===== config.mk =====
export PLATFORM = sky130hd
export DESIGN_NAME = sdne_front
export DESIGN_NICKNAME = d
export VERILOG_FILES = /design/src/sdne_pkg.sv /design/src/sdne_front.sv
export SDC_FILE = /design/constraint.sdc
export NUM_CORES = 1
export LEC_CHECK = 0
export BUFFER_PORTS_ARGS = -buffer_cell sky130_fd_sc_hd__buf_2
export CAP_MARGIN = 20
export CORE_MARGIN = 4
export CORE_UTILIZATION = 44
export CTS_CLUSTER_SIZE = 28
export DETAILED_ROUTE_END_ITERATION = 10
export HOLD_SLACK_MARGIN = 0.05
export PLACE_DENSITY = 0.84
export SYNTH_ARGS = -nofsm -noshare
export SYNTH_HDL_FRONTEND = slang
export SYNTH_SLANG_ARGS = --single-unit
export TNS_END_PERCENT = 30

===== constraint.sdc =====
create_clock -name clock -period 5.9 [get_ports clock]
set_input_delay 0.295 -clock clock [delete_from_list [all_inputs] [get_ports clock]]
set_output_delay 0.295 -clock clock [all_outputs]
set_load 0.01 [all_outputs]

===== src/sdne_pkg.sv =====
// shared types, constants and codes of the second-difference noise estimator
package sdne_pkg;

   // field widths
   localparam int SAMPLE_W    = 16;
   localparam int INTERVAL_W  = 24;
   localparam int VAR_W       = 52;
   localparam int FILL_OUT_W  = 7;
   localparam int CSR_DATA_W  = 24;
   localparam int CSR_INDEX_W = 1;

   // sizes
   localparam int WINDOW_DEPTH_DEFAULT = 64;
   localparam int QUEUE_DEPTH          = 2;

   // arithmetic widths
   localparam int RATIO_W = 32;
   localparam int DEN_W   = 67;
   localparam int MAG_W   = 50;
   localparam int HALF_W  = 25;
   localparam int SQ_W    = 98;

   localparam logic [32:0] ONE_Q18   = 33'd262144;
   localparam logic [66:0] ONE_Q36   = 67'd68719476736;
   localparam logic [31:0] RATIO_MAX = 32'hFFFF_FFFF;
   localparam logic [51:0] VAR_MAX   = 52'hF_FFFF_FFFF_FFFF;

   // register indexes and reset values
   localparam logic [CSR_INDEX_W-1:0] CSR_MIN_INTERVAL = 1'd0;
   localparam logic [CSR_INDEX_W-1:0] CSR_MAX_INTERVAL = 1'd1;
   localparam logic [CSR_DATA_W-1:0]  MIN_INTERVAL_RESET = 24'd100;
   localparam logic [CSR_DATA_W-1:0]  MAX_INTERVAL_RESET = 24'd1000000;

   typedef enum logic {
      KIND_SAMPLE,
      KIND_CLEAR
   } kind_type;

   typedef struct packed {
      kind_type                kind;
      logic [SAMPLE_W-1:0]     sample_x;
      logic [SAMPLE_W-1:0]     sample_y;
      logic [SAMPLE_W-1:0]     sample_z;
      logic [INTERVAL_W-1:0]   interval_us;
   } item_type;

   typedef struct packed {
      logic [INTERVAL_W-1:0] min_interval_us;
      logic [INTERVAL_W-1:0] max_interval_us;
   } cfg_type;

   typedef enum logic [3:0] {
      S_IDLE,
      S_RATIO,
      S_RDIV,
      S_DEN_SQ,
      S_DEN_SUM,
      S_PROD,
      S_DIFF,
      S_SQ,
      S_VSTART,
      S_VDIV,
      S_UPDATE,
      S_MSTART,
      S_MDIV,
      S_DONE
   } state_type;

endpackage


===== src/sdne_front.sv =====
// input stage: takes request transfers, classifies them and pushes to the queue
module sdne_front (
   input  logic                           clock,
   input  logic                           reset,
   input  logic                           req_valid,
   output logic                           req_stall,
   input  logic                           req_cmd,
   input  logic [sdne_pkg::SAMPLE_W-1:0]  req_sample_x,
   input  logic [sdne_pkg::SAMPLE_W-1:0]  req_sample_y,
   input  logic [sdne_pkg::SAMPLE_W-1:0]  req_sample_z,
   input  logic [sdne_pkg::INTERVAL_W-1:0] req_interval_us,
   output logic                           push,
   output sdne_pkg::item_type             push_item,
   input  logic                           queue_full
);

   logic               hold_valid_ff, hold_valid_in;
   sdne_pkg::item_type hold_item_ff, hold_item_in;
   logic               accept;

   // holding register drains into the queue whenever there is room
   always_comb begin
      req_stall     = hold_valid_ff && queue_full;
      accept        = req_valid && !req_stall;
      push          = hold_valid_ff && !queue_full;
      push_item     = hold_item_ff;
      hold_valid_in = hold_valid_ff;
      hold_item_in  = hold_item_ff;
      if (push) begin
         hold_valid_in = 1'b0;
      end
      if (accept) begin
         hold_valid_in            = 1'b1;
         hold_item_in.kind        = req_cmd ? sdne_pkg::KIND_CLEAR : sdne_pkg::KIND_SAMPLE;
         hold_item_in.sample_x    = req_sample_x;
         hold_item_in.sample_y    = req_sample_y;
         hold_item_in.sample_z    = req_sample_z;
         hold_item_in.interval_us = req_interval_us;
      end
   end

   always_ff @(posedge clock) begin
      if (reset) begin
         hold_valid_ff <= 1'b0;
      end else begin
         hold_valid_ff <= hold_valid_in;
      end
      hold_item_ff <= hold_item_in;
   end

endmodule


==> results of run 1 <==
## power groups by stage
stage	combinational, mW	sequential, mW	clock [mW]
finish	0.0843	0.621	0.446
global route	0.0926	0.624	0.484
CTS	0.0863	0.622	0.458
detailed placement	0.0860	0.633	0
global placement	0.0840	0.631	0
floorplan	0.0109	0.651	0
## stage by stage
| step | hold WS (ns) | instance area (µm²) | instances | utilization [%] |
|---|---|---|---|---|
| after floorplan | 0.367 | 2250 | 79 | - |
| after global placement | 0.456 | 3100 | 298 | 63.9 |
| after detailed placement | 0.455 | 3100 | 298 | 63.9 |
| after CTS | 0.0945 | 3330 | 314 | 68.7 |
| after global routing | 0.103 | 3330 | 314 | 68.7 |
| final | 0.118 | 3330 | 315 | 68.8 |
## final cells by class
type | instances | area [µm²] | area share (%)
Sequential cell | 74 | 2210 | 66.3
Timing Repair Buffer | 152 | 763 | 22.9
Clock buffer | 10 | 128 | 3.83
Clock inverter | 6 | 105 | 3.15
Tap cell | 67 | 83.8 | 2.51
Multi-Input combinational cell | 5 | 40.0 | 1.20
Antenna cell | 1 | 2.50 | 0.0750
## cells in the mapped netlist
cell	n
edfxtp_1	73
a21oi_1	1
and2_4	1
and2b_2	1
dfxtp_1	1
nor2_1	1
nor2b_2	1
## sequential cells by signal, summed over array words and instances, names as in the netlist
name           cells
hold_valid_ff      1
push_item         73
## critical path: cells and delay by family (launching register included)
family / cells / cell delay [ns]
buffers and inverters: 1 / 0.67
and+or+nand+nor: 2 / 0.24
DFF: 1 / 0.32
## cells by family after synthesis
family / after synthesis
AOI/OAI and AO/OA: 1
DFF: 74
and+or+nand+nor: 4
## metal layers
layer / up-vias / GRT usage, % / part of all wire (%)
met4: 0 / 10.1 / 2.3
met5: - / 0 / 0
met2: 96 / 25.1 / 50
li1: 643 / - / -
met3: 11 / 10.5 / 16
met1: 608 / 14.9 / 33
## how the worst max path moves through the flow
| stage | from | endpoint | slack [ns] | depth (start not counted) |
|---|---|---|---|---|
| 3_5_place_dp | queue_full | push_item[60] | 4.15 | 4 |
| 5_1_grt | hold_valid_ff | push_item[65] | 4.15 | 3 |
| 2_1_floorplan | queue_full | push_item[0] | 3.10 | 2 |
| 6_report | hold_valid_ff | push_item[4] | 4.26 | 3 |
| 4_1_cts | hold_valid_ff | push_item[36] | 4.26 | 3 |
| 3_3_place_gp | queue_full | push_item[13] | 4.18 | 4 |
==> flow_summary.toml, run 1 <==
[timing]
timing.setup.tns_ns = 0
setup_slack_ns = 4.26
max_freq_ghz = 0.610
clock_skew_ns = 0.00572
slew_headroom_pct = 42.6
period_minus_slack_ns = 1.64
final_max_slew_viol_count = 0
setup_viol = 0
finalCritPeriodShare_pct = 27.8
hold_violations = 0
rsz0062_at_grt = "false"
tightest_slew_ns = 0.862

[synth]
muxShareOfSynthArea_pct = 0
avgSynthCellArea_um2 = 28.4
synth_area_um2 = 2250
synth_top_area_share_pct = 97.6
seq_area_frac_synth_pct = 98.4
synthAdderAreaFrac_pct = 0
synthCells = 79
synth_area_leader_cell = "edfxtp_1"
yosysWarnings = 0
yosys.area_share.simple_pct = 1.34
synth_compound_area_share_pct = 0.223
ys_top_cells_by_area = "edfxtp_1 (98%), dfxtp_1 (0.89%), and2_4 (0.39%)"
synth_top_family_by_area = "simple AND/OR/NAND/NOR gates"
ys_seq_elements = 74
synth_xor_area_share_pct = 0
yosys.cell_types.count = 7
postSynthNetCount = 156

[pwr]
power.density_nw_per_um2 = 345
sw_frac_of_total_pct = 19.1
combPwrFrac_pct = 7.3
p_sw_uw = 220
power_frac_seq_pct = 54.0
p_leak_nw = 1.45
p_int_uw = 931
ir_drop_v = 0.000248
clkPwrFrac_pct = 38.7
total_power_mw = 1.15

[min_path]
hold_class = "primary input to flip-flop"
worstHoldStart = "reset"
whs_endpoint = "hold_valid_ff"
min_path_cells = 2

[global_route]
grt_pass1_vias = 1446
gr-total-overflow = 0
grt_max_degree = 74
track_usage_pct = 15.9
grt_first_pass_wirelength_um = 7070
antenna_found_initial = 0

[placed_design]
routabilityCongestion = 0.677
pre_cts_slack_ns = 4.15
portBuffers = 151

[finish]
fillers = 316
drive_gt1_share_pct = 68.0
num-nets-final = 319
final_cell_mix = "buf_2 (151), edfxtp_1 (73), clkbuf_8 (9)"
area_delta_synth_final_pct = 48.4
layout_commonest_cell = "buf_2"

[clock_network]
clockBufferDepth = 2
cts_sinks = 74
clock_latency_ns = 0.33
cts_tree = "yes"
clk_pin_slew_ns = 0.07
post_cts.repair.setup_buffers = 0
htreeDepth = 3
cts_buffers = 9
cts.repair.resized = 0
cts_root_buf = "clkbuf_8"
cts_hold_buf = 0

[critical_path]
reg2reg_depth = 3
cp_max_fo = 73
rr_startpoint = "hold_valid_ff"
crit_type = "flip-flop to flip-flop"
worstSetupEndpointType = "flip-flop"
slowest_stage = "buf_4"
crit_chain = "and2_4 -> nor2b_4 -> buf_4"
slowest_delay_ns = 0.67
r2r_end = "push_item[4]"
arrival_ns = 1.59
ff2ff_setup_slack_ns = 4.26
crit_path_start_kind = "flip-flop"
required_ns = 5.85

[die]
die_area_um2 = 6310
die_x_um = 79.5
io-pin-count = 152
fp.dieH_um = 79.5
initial_core_util_pct = 46.3
coreArea_um2 = 4850
row_count = 25

[drt]
via_per_inst = 4.31
ant_nets = 0
wl_per_cell_um = 15.7
dr.pass1.iters = 4
num_vias = 1358
drt-initial-drc-count = 54
drcViolationCount = 0
routed_wl_um = 4950

[flow_run]
max_cap_viol_count = 0

[outcome]
run_status = "finished clean"
Power figures use the tool's default switching activity.
==> inputs of run 2 (changes only) <==
Settings changed: CORE_UTILIZATION 44 to 37, PLACE_DENSITY 0.84 to 0.75.
Clock period 5.9 ns to 1.37 ns, I/O delays scaled along.
==> run 2 against run 1 <==
Power rose to 4.5 times the previous value. Count of clock-buffer cells in the layout unchanged. Clock power rose to 4.5 times the previous value. Via count up 26%. Critical path depth unchanged. Sequential cell count unchanged. Critical endpoint is now push_item[2]. Fmax up 26%. Sequential share of layout area down 13 points.
==> flow_summary.toml, run 2 (synthesized netlist as in run 1, its figures left out) <==
[drt]
drt-initial-drc-count = 64
num_vias = 1715
wl_per_cell_um = 16.9
dr.pass1.iters = 4
drcViolationCount = 0
ant_nets = 0
routed_wl_um = 6730
via_per_inst = 4.30

[global_route]
antenna_found_initial = 2
track_usage_pct = 19.1
grt_max_degree = 40
grt_pass1_vias = 2019
gr-total-overflow = 0
grt_first_pass_wirelength_um = 10200

[timing]
clock_skew_ns = 0.00639
hold_violations = 0
finalCritPeriodShare_pct = 94.8
final_max_slew_viol_count = 0
setup_slack_ns = 0.0719
slew_headroom_pct = 85.7
tightest_slew_ns = 0.214
rsz0062_at_grt = "false"
period_minus_slack_ns = 1.30
max_freq_ghz = 0.770
setup_viol = 0

[flow_run]
max_cap_viol_count = 0

[critical_path]
cp_max_fo = 39
arrival_ns = 1.32
crit_type = "flip-flop to flip-flop"
crit_path_start_kind = "flip-flop"
worstSetupEndpointType = "flip-flop"
required_ns = 1.39

[min_path]
hold_class = "primary input to flip-flop"

[die]
die_x_um = 85.9
initial_core_util_pct = 38.0
fp.dieH_um = 85.9
row_count = 28
io-pin-count = 152
die_area_um2 = 7380
coreArea_um2 = 5920

[placed_design]
dp_cells = 307
routabilityCongestion = 0.692
postPlaceCellArea_um2 = 3140
pre_cts_slack_ns = 0.119
hpwl_um = 3940
portBuffers = 151

[finish]
fillers = 392
largest_reg_flops = 73
num-nets-final = 395
layout_commonest_cell = "buf_2"
final_cell_mix = "buf_2 (151), dlygate4sd3_1 (75), edfxtp_1 (73)"
fin_area_um2 = 4140
drive_gt1_share_pct = 52.9
area_delta_synth_final_pct = 84.1
finalNonFillerCells = 399

[clock_network]
cts_buffers = 9
clockBufferDepth = 2
cts_tree = "yes"
cts_root_buf = "clkbuf_8"
cts_sinks = 74
cts.repair.resized = 0
clock_latency_ns = 0.33
htreeDepth = 3
clk_pin_slew_ns = 0.08

[pwr]
power.density_nw_per_um2 = 1270
p_leak_nw = 1.78
total_power_mw = 5.24
ir_drop_v = 0.000918

[outcome]
run_status = "finished clean"
-- run 2: cell types whose count changed in the layout (fill, tap and decap cells not counted), sizes merged --
cell / previous run / this run
buf: 152 / 153
dlygate4sd3: 0 / 75
-- run 2: repair_timing --
item / in CTS / in global routing
setup buffers: 0 / 0
hold buffers: 75 / 0
endpoints found under the hold margin: 74 / 0
-- run 2: through the flow --
step / hold WS (ns) / TNS (ns) / utilization (%)
global route: 0.139 / 0 / 69.9
CTS: 0.128 / 0 / 69.8
floorplan: 0.141 / -43.18 / -
global placement: 0.230 / 0 / 53.1
finish: 0.155 / 0 / 69.9
detailed placement: 0.228 / 0 / 53.1
-- run 2: final cells by class --
type	count	area (µm²)	area share, %
diodes	1	2.50	0.0605
clock buffers	10	128	3.08
clock inverters	6	115	2.78
multi-input cells	5	40.0	0.968
flip-flops and latches	74	2210	53.5
well taps	75	93.8	2.27
repair buffers	228	1550	37.4
-- run 2: worst max-delay path, stage by stage, from the launching register on --
cell	delay [ns]
dfxtp_1	0.34
and2_4	0.16
nor2b_4	0.21
buf_12	0.26
-- run 2: worst paths after layout --
| path | startpoint | to | slack (ns) | cells past startpoint |
|---|---|---|---|---|
| max | hold_valid_ff | push_item[2] | 0.07 | 3 |
| min | req_valid | push_item[10] | 0.16 | 2 |
| min reg2reg | hold_valid_ff | push_item[10] | 0.79 | 2 |
| max reg2reg | hold_valid_ff | push_item[2] | 0.07 | 3 |
-- run 2: layer usage --
layer | GRT usage (%) | vias to the layer above | part of all wire [%]
li1 | - | 796 | -
met1 | 19.1 | 795 | 34
met2 | 33.4 | 103 | 53
met3 | 7.68 | 19 | 10
met4 | 10.5 | 2 | 2.9
met5 | 0 | - | 0.19
-- run 2: report_power, final --
| group | leakage, nW | switching, mW | internal [mW] |
|---|---|---|---|
| Clock | 0.117 | 0.780 | 1.22 |
| Combinational | 0.951 | 0.246 | 0.318 |
| Sequential | 0.715 | 0.0355 | 2.64 |
| Total | 1.78 | 1.06 | 4.18 |
