## src/sdne_pkg.sv

```systemverilog
// shared types, constants and codes of the second-difference noise estimator
package sdne_pkg;

   // field widths
   localparam int SAMPLE_W    = 16;
   localparam int INTERVAL_W  = 24;
   localparam int VAR_W       = 52;
   localparam int FILL_OUT_W  = 7;
   localparam int CSR_DATA_W  = 24;
   localparam int CSR_INDEX_W = 1;

   // sizes
   localparam int WINDOW_DEPTH_DEFAULT = 64;
   localparam int QUEUE_DEPTH          = 2;

   // arithmetic widths
   localparam int RATIO_W = 32;
   localparam int DEN_W   = 67;
   localparam int MAG_W   = 50;
   localparam int HALF_W  = 25;
   localparam int SQ_W    = 98;

   localparam logic [32:0] ONE_Q18   = 33'd262144;
   localparam logic [66:0] ONE_Q36   = 67'd68719476736;
   localparam logic [31:0] RATIO_MAX = 32'hFFFF_FFFF;
   localparam logic [51:0] VAR_MAX   = 52'hF_FFFF_FFFF_FFFF;

   // register indexes and reset values
   localparam logic [CSR_INDEX_W-1:0] CSR_MIN_INTERVAL = 1'd0;
   localparam logic [CSR_INDEX_W-1:0] CSR_MAX_INTERVAL = 1'd1;
   localparam logic [CSR_DATA_W-1:0]  MIN_INTERVAL_RESET = 24'd100;
   localparam logic [CSR_DATA_W-1:0]  MAX_INTERVAL_RESET = 24'd1000000;

   typedef enum logic {
      KIND_SAMPLE,
      KIND_CLEAR
   } kind_type;

   typedef struct packed {
      kind_type                kind;
      logic [SAMPLE_W-1:0]     sample_x;
      logic [SAMPLE_W-1:0]     sample_y;
      logic [SAMPLE_W-1:0]     sample_z;
      logic [INTERVAL_W-1:0]   interval_us;
   } item_type;

   typedef struct packed {
      logic [INTERVAL_W-1:0] min_interval_us;
      logic [INTERVAL_W-1:0] max_interval_us;
   } cfg_type;

   typedef enum logic [3:0] {
      S_IDLE,
      S_RATIO,
      S_RDIV,
      S_DEN_SQ,
      S_DEN_SUM,
      S_PROD,
      S_DIFF,
      S_SQ,
      S_VSTART,
      S_VDIV,
      S_UPDATE,
      S_MSTART,
      S_MDIV,
      S_DONE
   } state_type;

endpackage

```

## src/sdne_queue.sv

```systemverilog
// short item queue between the input stage and the compute engine
module sdne_queue (
   input  logic               clock,
   input  logic               reset,
   input  logic               push,
   input  sdne_pkg::item_type push_item,
   output logic               full,
   input  logic               pop,
   output logic               empty,
   output sdne_pkg::item_type pop_item
);

   localparam int PTR_W = $clog2(sdne_pkg::QUEUE_DEPTH);
   localparam int CNT_W = $clog2(sdne_pkg::QUEUE_DEPTH + 1);

   sdne_pkg::item_type entries_ff [sdne_pkg::QUEUE_DEPTH];
   logic [PTR_W-1:0]   wr_ptr_ff, wr_ptr_in, rd_ptr_ff, rd_ptr_in;
   logic [CNT_W-1:0]   count_ff, count_in;

   // pointer and occupancy update
   always_comb begin
      full      = count_ff == CNT_W'(sdne_pkg::QUEUE_DEPTH);
      empty     = count_ff == '0;
      pop_item  = entries_ff[rd_ptr_ff];
      wr_ptr_in = wr_ptr_ff;
      rd_ptr_in = rd_ptr_ff;
      count_in  = count_ff;
      if (push) begin
         wr_ptr_in = (wr_ptr_ff == PTR_W'(sdne_pkg::QUEUE_DEPTH - 1)) ? '0 : wr_ptr_ff + 1'b1;
      end
      if (pop) begin
         rd_ptr_in = (rd_ptr_ff == PTR_W'(sdne_pkg::QUEUE_DEPTH - 1)) ? '0 : rd_ptr_ff + 1'b1;
      end
      if (push && !pop) begin
         count_in = count_ff + 1'b1;
      end else if (pop && !push) begin
         count_in = count_ff - 1'b1;
      end
   end

   always_ff @(posedge clock) begin
      if (reset) begin
         wr_ptr_ff <= '0;
         rd_ptr_ff <= '0;
         count_ff  <= '0;
      end else begin
         wr_ptr_ff <= wr_ptr_in;
         rd_ptr_ff <= rd_ptr_in;
         count_ff  <= count_in;
      end
      if (push) begin
         entries_ff[wr_ptr_ff] <= push_item;
      end
   end

endmodule

```

## config.mk

```make
export PLATFORM = sky130hd
export DESIGN_NAME = sdne_queue
export DESIGN_NICKNAME = d
export VERILOG_FILES = /design/src/sdne_pkg.sv /design/src/sdne_queue.sv
export SDC_FILE = /design/constraint.sdc
export NUM_CORES = 1
export LEC_CHECK = 0
export BUFFER_PORTS_ARGS = -buffer_cell sky130_fd_sc_hd__buf_2
export CAP_MARGIN = 20
export CORE_UTILIZATION = 56
export DETAILED_ROUTE_END_ITERATION = 12
export GPL_TIMING_DRIVEN = 0
export PLACE_DENSITY = 0.92
export REMOVE_ABC_BUFFERS = 1
export SLEW_MARGIN = 5
export SYNTH_ARGS = -nofsm -noshare
export SYNTH_HDL_FRONTEND = slang
export SYNTH_SLANG_ARGS = --single-unit
```

## constraint.sdc

```tcl
create_clock -name clock -period 6.4 [get_ports clock]
set_input_delay 0.64 -clock clock [delete_from_list [all_inputs] [get_ports clock]]
set_output_delay 0.64 -clock clock [all_outputs]
set_load 0.005 [all_outputs]
```

==> metrics, run 1 <==
max cap viols 0; share of cells above drive strength 1 61.4%; Chip Width 101 µm; Setup violations, final 0; H-tree Lvls 4; DRC violations left 0; Design Area, Final 6970 µm²; critical path required time 5.76 ns; synth warn 0; Hold Crit Class input pin to flop; RSZ-0062 raised after global routing no; Place WS 4.13 ns; Max Slew Vio Count 0; CP max stage cell dfxtp_4; sequential fraction of the synthesis area 81.5%; Total GRT Usage 18.8%; post-synth top area cell edfxtp_1; final-layout fill cell count 623; Critical Path Max Stage Delay 0.66 ns; crit-path cells buf_12 > mux2_2 > buf_2; via-per-instance ratio 5.05; Detail Route Antenna Nets 0; Core Area 9370 µm²; CTS tree yes; post-synthesis cell type count 16; Leak 0.00264 µW; Resized Gates After CTS 0; Worst Slack Setup Final 3.78 ns; Num CTS Buffers 17; I/O Pins 152; Ant. Diodes 0; routed wire length 9.28 mm; ys flop type edfxtp_1; global-route wire length before repair 13.7 mm; Post-synth EDFFs 146; post-DP HPWL 6.18 mm; full die area 10200 µm²; most numerous cell in the Yosys netlist edfxtp_1; CP Buf/Inv Count 2; startpoint types flop; period utilization 40.9%; Clk Latency, worst-skew pair 0.50 ns; Post-Place Cell Area 6440 µm²; worst-margin pin slew 0.743 ns; final setup TNS 0 ns; P&R area growth vs syn 26.8%; final hold violation count 0; CTS hold repair buffers 0; clock-pin slew on the worst setup and hold paths 0.07 ns; Yosys reg bits 151; vias in the first global route 2896; largest net degree at the start of global routing 51; Commonest cells post-synth edfxtp_1, mux2_2, buf_6; Pwr Density 325 nW/µm²; cell area after synthesis 5500 µm²; Worst setup EP type output pin; starting DRC count in detailed routing 74; Mean Syn Cell Area 22.1 µm²; Max clock buf depth 2; Crit Path Max Fanout 38; cell row count 35; PortBufs 151; Clock Tree Root clkbuf_8; GRT Residual Overflow 0; post-route minimum period 2.62 ns; Nets 493; final core utilization 74.4%; setup bufs post-CTS 0; CP delay by family, top flip-flops; number of clock sinks 151; Worst Clk Skew 0.00659 ns; top cell type's share of synthesized area 79.7%; Post-Synthesis Cells 249; vias 2814; critical path data arrival time 1.98 ns; GPL Wtd Cong 0.672; first-pass detailed-route iteration total 4; starting density of the core 58.7%; worst setup path class flop to output pin; Fmax 382 MHz; die height 101 µm; total power draw 2260 µW; headroom to the max-slew limit 50.4%; initial antenna violation count 0; R2R Setup Slk 4.63 ns; outcome complete, no violations; IR drop worst, VDD 0.203 mV; WL/cell 16.7 µm; async set-or-reset flop fraction in the synthesized netlist 0%; largest cells by area after synthesis edfxtp_1, mux2_2, dfxtp_1
==> flip-flops by register name, summed over array words and instances, names as in the netlist, named ones only <==
| name | count |
|---|---|
| entries_ff | 146 |
| count_ff | 2 |
| rd_ptr_ff | 1 |
| wr_ptr_ff | 1 |
==> cell type report <==
| type | instances | area (µm²) | share of cell area (%) |
|---|---|---|---|
| clock buffers | 17 | 414 | 5.94 |
| inverters | 1 | 3.75 | 0.0538 |
| clock inverters | 15 | 118 | 1.69 |
| flip-flops and latches | 151 | 4490 | 64.4 |
| repair buffers | 155 | 851 | 12.2 |
| multi-input cells | 89 | 936 | 13.4 |
| well taps | 129 | 161 | 2.32 |
==> power breakdown <==
part | switching (µW) | internal [µW] | total (µW) | leakage (µW)
clock | 391 | 484 | 875 | 0.000256
sequential | 23.8 | 1150 | 1180 | 0.00141
combinational | 96.0 | 115 | 211 | 0.000969
==> stage by stage <==
step / hold WS [ns] / std cells
2_1_floorplan: 0.461 / 241
6_report: 0.322 / 557
3_5_place_dp: 0.507 / 525
5_1_grt: 0.289 / 557
3_3_place_gp: 0.485 / 521
4_1_cts: 0.291 / 557
==> worst reg2reg max path: stages, from the launching register on <==
cell	delay, ns
dfxtp_1	0.35
nor2b_4	0.61
buf_12	0.29
buf_16	0.20
==> path summary, 6_finish.rpt <==
| path | from | to | depth (start not counted) |
|---|---|---|---|
| setup / recovery | flop | pop_item[48] | 3 |
| hold / removal | push_item[72] | entries_ff[1][72] | 1 |
| setup reg to reg | wr_ptr_ff | entries_ff[0][41] | 3 |
| hold reg to reg | rd_ptr_ff | rd_ptr_ff | 2 |
==> cells by family (layout without fill, tap and decap cells) <==
logic type               after synthesis  in the layout  synth area share, %
flip-flops                           151            151                 81.5
multiplexers                          73             73                 14.9
AND/OR/NAND/NOR                        9              9                0.842
buffers and inverters                  9            188                 1.64
XOR/XNOR                               4              4                0.637
AO/OA/AOI/OAI                          2              2                0.182
adder cells (fa/ha/maj)                1              1                0.227
==> per-layer routing <==
layer	track usage (%)	up-vias	part of all wire [%]
met5	0	-	0
met4	7.13	0	1.2
met3	7.21	13	6.9
met2	34.0	98	54
met1	19.7	1383	37
li1	-	1320	-
==> cell usage in the layout (no fill, tap or decap) <==
| master | synthesis | routed |
|---|---|---|
| clkinv_1 | 0 | 1 |
| dfxtp_4 | 0 | 1 |
| xnor2_1 | 2 | 2 |
| inv_8 | 0 | 1 |
| inv_1 | 1 | 1 |
| and2_4 | 0 | 1 |
| buf_12 | 0 | 2 |
| xor2_1 | 2 | 2 |
| buf_2 | 0 | 151 |
| nor2_1 | 5 | 5 |
| buf_16 | 0 | 2 |
| clkbuf_16 | 0 | 16 |
| inv_6 | 0 | 6 |
| dfxtp_1 | 5 | 4 |
| clkinvlp_4 | 0 | 3 |
| and2b_2 | 1 | 1 |
| a21oi_1 | 1 | 1 |
| clkinv_4 | 0 | 2 |
| or3_1 | 1 | 1 |
| edfxtp_1 | 146 | 146 |
| ha_1 | 1 | 1 |
| nor2b_4 | 0 | 1 |
| mux2_2 | 73 | 73 |
| clkinv_2 | 0 | 2 |
| clkbuf_8 | 0 | 1 |
| o21ai_0 | 1 | 1 |
Power figures use the tool's default switching activity.
==> run 2: changes to the inputs <==
--- a/config.mk
+++ b/config.mk
@@ -5,12 +5,13 @@
 export SDC_FILE = /design/constraint.sdc
 export NUM_CORES = 1
 export LEC_CHECK = 0
+export ABC_AREA = 1
 export BUFFER_PORTS_ARGS = -buffer_cell sky130_fd_sc_hd__buf_2
 export CAP_MARGIN = 20
-export CORE_UTILIZATION = 56
+export CORE_UTILIZATION = 47
 export DETAILED_ROUTE_END_ITERATION = 12
 export GPL_TIMING_DRIVEN = 0
-export PLACE_DENSITY = 0.92
+export PLACE_DENSITY = 0.82
 export REMOVE_ABC_BUFFERS = 1
 export SLEW_MARGIN = 5
 export SYNTH_ARGS = -nofsm -noshare
==> constraint.sdc (replaced) <==
create_clock -name clock -period 2.4 [get_ports clock]
set_input_delay 0.24 -clock clock [delete_from_list [all_inputs] [get_ports clock]]
set_output_delay 0.24 -clock clock [all_outputs]
set_load 0.005 [all_outputs]
==> run 2 against run 1 <==
Against the previous run: non-clock buffer count up 9; synthesized cell count up 4.4%; highest routed layer unchanged; clock power rose to 3.3 times the previous value; final area up 8.0%; largest cell class unchanged; setup slack worse by 3.6 ns; via count up 3.4%; first-iteration DRC count up 140%; clock skew down 0.0019 ns; global-route usage down 2.7 points; combinational power rose to 3.0 times the previous value; final cell count up 11%.
==> metrics, run 2 <==
clock-pin slew on the worst setup and hold paths 0.06 ns; die height 114 µm; Num CTS Buffers 17; P&R area growth vs syn 28.7%; routed wire length 9.86 mm; Worst Clk Skew 0.00473 ns; critical path required time 2.16 ns; worst setup path class flop to output pin; cell area after synthesis 5850 µm²; M1 GR Usage 16.8%; Largest regs entries_ff (146), count_ff (2); GRT Max-Usage Layer met2; Nets 513; placed cell count 575; share of cells above drive strength 1 58.5%; post-synth top area cell edfxtp_1; ys flop type edfxtp_1; vias in the first global route 3140; Total GRT Usage 16.0%; global-route wire length before repair 15.2 mm; final hold violation count 0; starting DRC count in detailed routing 180; Ant. Diodes 0; Worst setup EP type output pin; Commonest cells post-synth edfxtp_1, mux2_4, inv_1; Setup violations, final 0; most numerous cell in the Yosys netlist edfxtp_1; GPL Wtd Cong 0.661; met3 usage in global routing 5.74%; Post-Synthesis Cells 260; startpoint types flop; worst-margin pin slew 0.696 ns; number of clock sinks 151; period utilization 94.1%; largest register by flop count entries_ff; max cap viols 0; top cell type's share of synthesized area 75.0%; WL/cell 16.0 µm; Max clock buf depth 2; I/O Pins 152; Detail Route Antenna Nets 0; commonest cells after routing, fill and taps aside buf_2, edfxtp_1, mux2_4; vias 2911; Chip Width 114 µm; PortBufs 151; Core Area 12100 µm²; met2 Use GR 29.2%; GRT Residual Overflow 0; Post-Place Cell Area 6780 µm²; max FFs per register 146; post-synthesis cell type count 16; cell row count 40; critical path data arrival time 2.02 ns; via-per-instance ratio 4.73; full die area 12900 µm²; Clk Latency, worst-skew pair 0.41 ns; post-DP HPWL 6.47 mm; first-pass detailed-route iteration total 5; Yosys reg bits 151; starting density of the core 48.5%; largest cells by area after synthesis edfxtp_1, mux2_4, buf_12; Leak 0.00302 µW; Fmax 443 MHz; post-route minimum period 2.26 ns; synth warn 0; setup bufs post-CTS 0; sequential fraction of the synthesis area 76.7%; CTS tree yes; H-tree Lvls 4; Post-synth EDFFs 146; final setup TNS 0 ns; Hold Crit Class input pin to flop; Clock Tree Root clkbuf_16; IR drop worst, VDD 0.563 mV; headroom to the max-slew limit 53.5%; initial antenna violation count 0; async set-or-reset flop fraction in the synthesized netlist 0%; most common cell after layout, fill and taps aside buf_2; outcome complete, no violations; final-layout fill cell count 867; DRC violations left 0; post-route insts no fill 616; RSZ-0062 raised after global routing no; Mean Syn Cell Area 22.5 µm²; Max Slew Vio Count 0; Design Area, Final 7530 µm²; largest net degree at the start of global routing 56; Crit Path Max Fanout 42; Pwr Density 886 nW/µm²
[run 2: cell count changes in the layout (fill, tap and decap cells not counted), sizes merged, moves of 2 or more]
cell / previous run / this run
dlygate4sd3: 0 / 9
nand2: 0 / 5
xor2: 2 / 0
nor2: 5 / 7
bufinv: 0 / 6
[run 2: final timing paths]
kind            startpoint           endpoint  slack (ns)  depth (start not counted)
max reg2reg      wr_ptr_ff  entries_ff[0][56]        0.86                          2
min reg2reg      rd_ptr_ff               flop        0.53                          2
max                   flop       pop_item[59]        0.14                          3
min          push_item[64]  entries_ff[0][64]        0.02                          1
[run 2: routing by layer]
layer | vias up | routed length (µm)
met1 | 1446 | 3850
li1 | 1360 | -
met3 | 9 | 582
met2 | 96 | 5310
met4 | 0 | 112
met5 | - | 0
[run 2: power by group]
group	leakage [µW]	switching [µW]	internal, µW
combinational	0.00130	260	373
clock	0.000312	976	1940
sequential	0.00141	68.0	3050
[run 2: what timing repair did]
action                                 CTS  global route
setup endpoints to repair                0             0
gates resized for setup                  0             0
hold buffers                             6             3
endpoints found under the hold margin   12             4
[run 2: critical path, stage by stage, from the launching register on]
cell and delay, ns:
dfxtp_4 0.73, buf_16 0.36, mux2_4 0.34, buf_2 0.13
[run 2: logic make-up after synthesis]
kind of cell,count (synthesis),synth area share (%)
and+or+nand+nor,15,1.05
muxes,73,18.6
adders and majority gates,1,0.214
xor gates and xnor gates,1,0.150
buffers and inverters,17,3.17
DFF,151,76.7
AOI/OAI and AO/OA,2,0.171
[run 2: cell type report]
class,instances,area (µm²),share of cell area [%]
flip-flops and latches,151,4490,59.6
multi-input cells,92,1180,15.7
repair buffers,164,948,12.6
clock buffers,18,429,5.70
clock inverters,14,230,3.06
well taps,168,210,2.79
inverters,9,36.3,0.482
[run 2: per-stage QoR]
stage	hold WS, ns	total power, µW	setup slack (ns)	util, %
6_report	0.0199	6670	0.141	62.4
5_1_grt	0.00114	6890	0.0433	62.4
4_1_cts	0.000176	6730	0.0903	62.2
3_5_place_dp	0.431	3800	0.541	56.2
3_3_place_gp	0.427	3820	-3.20	55.2
2_1_floorplan	0.312	3550	-1.47	-
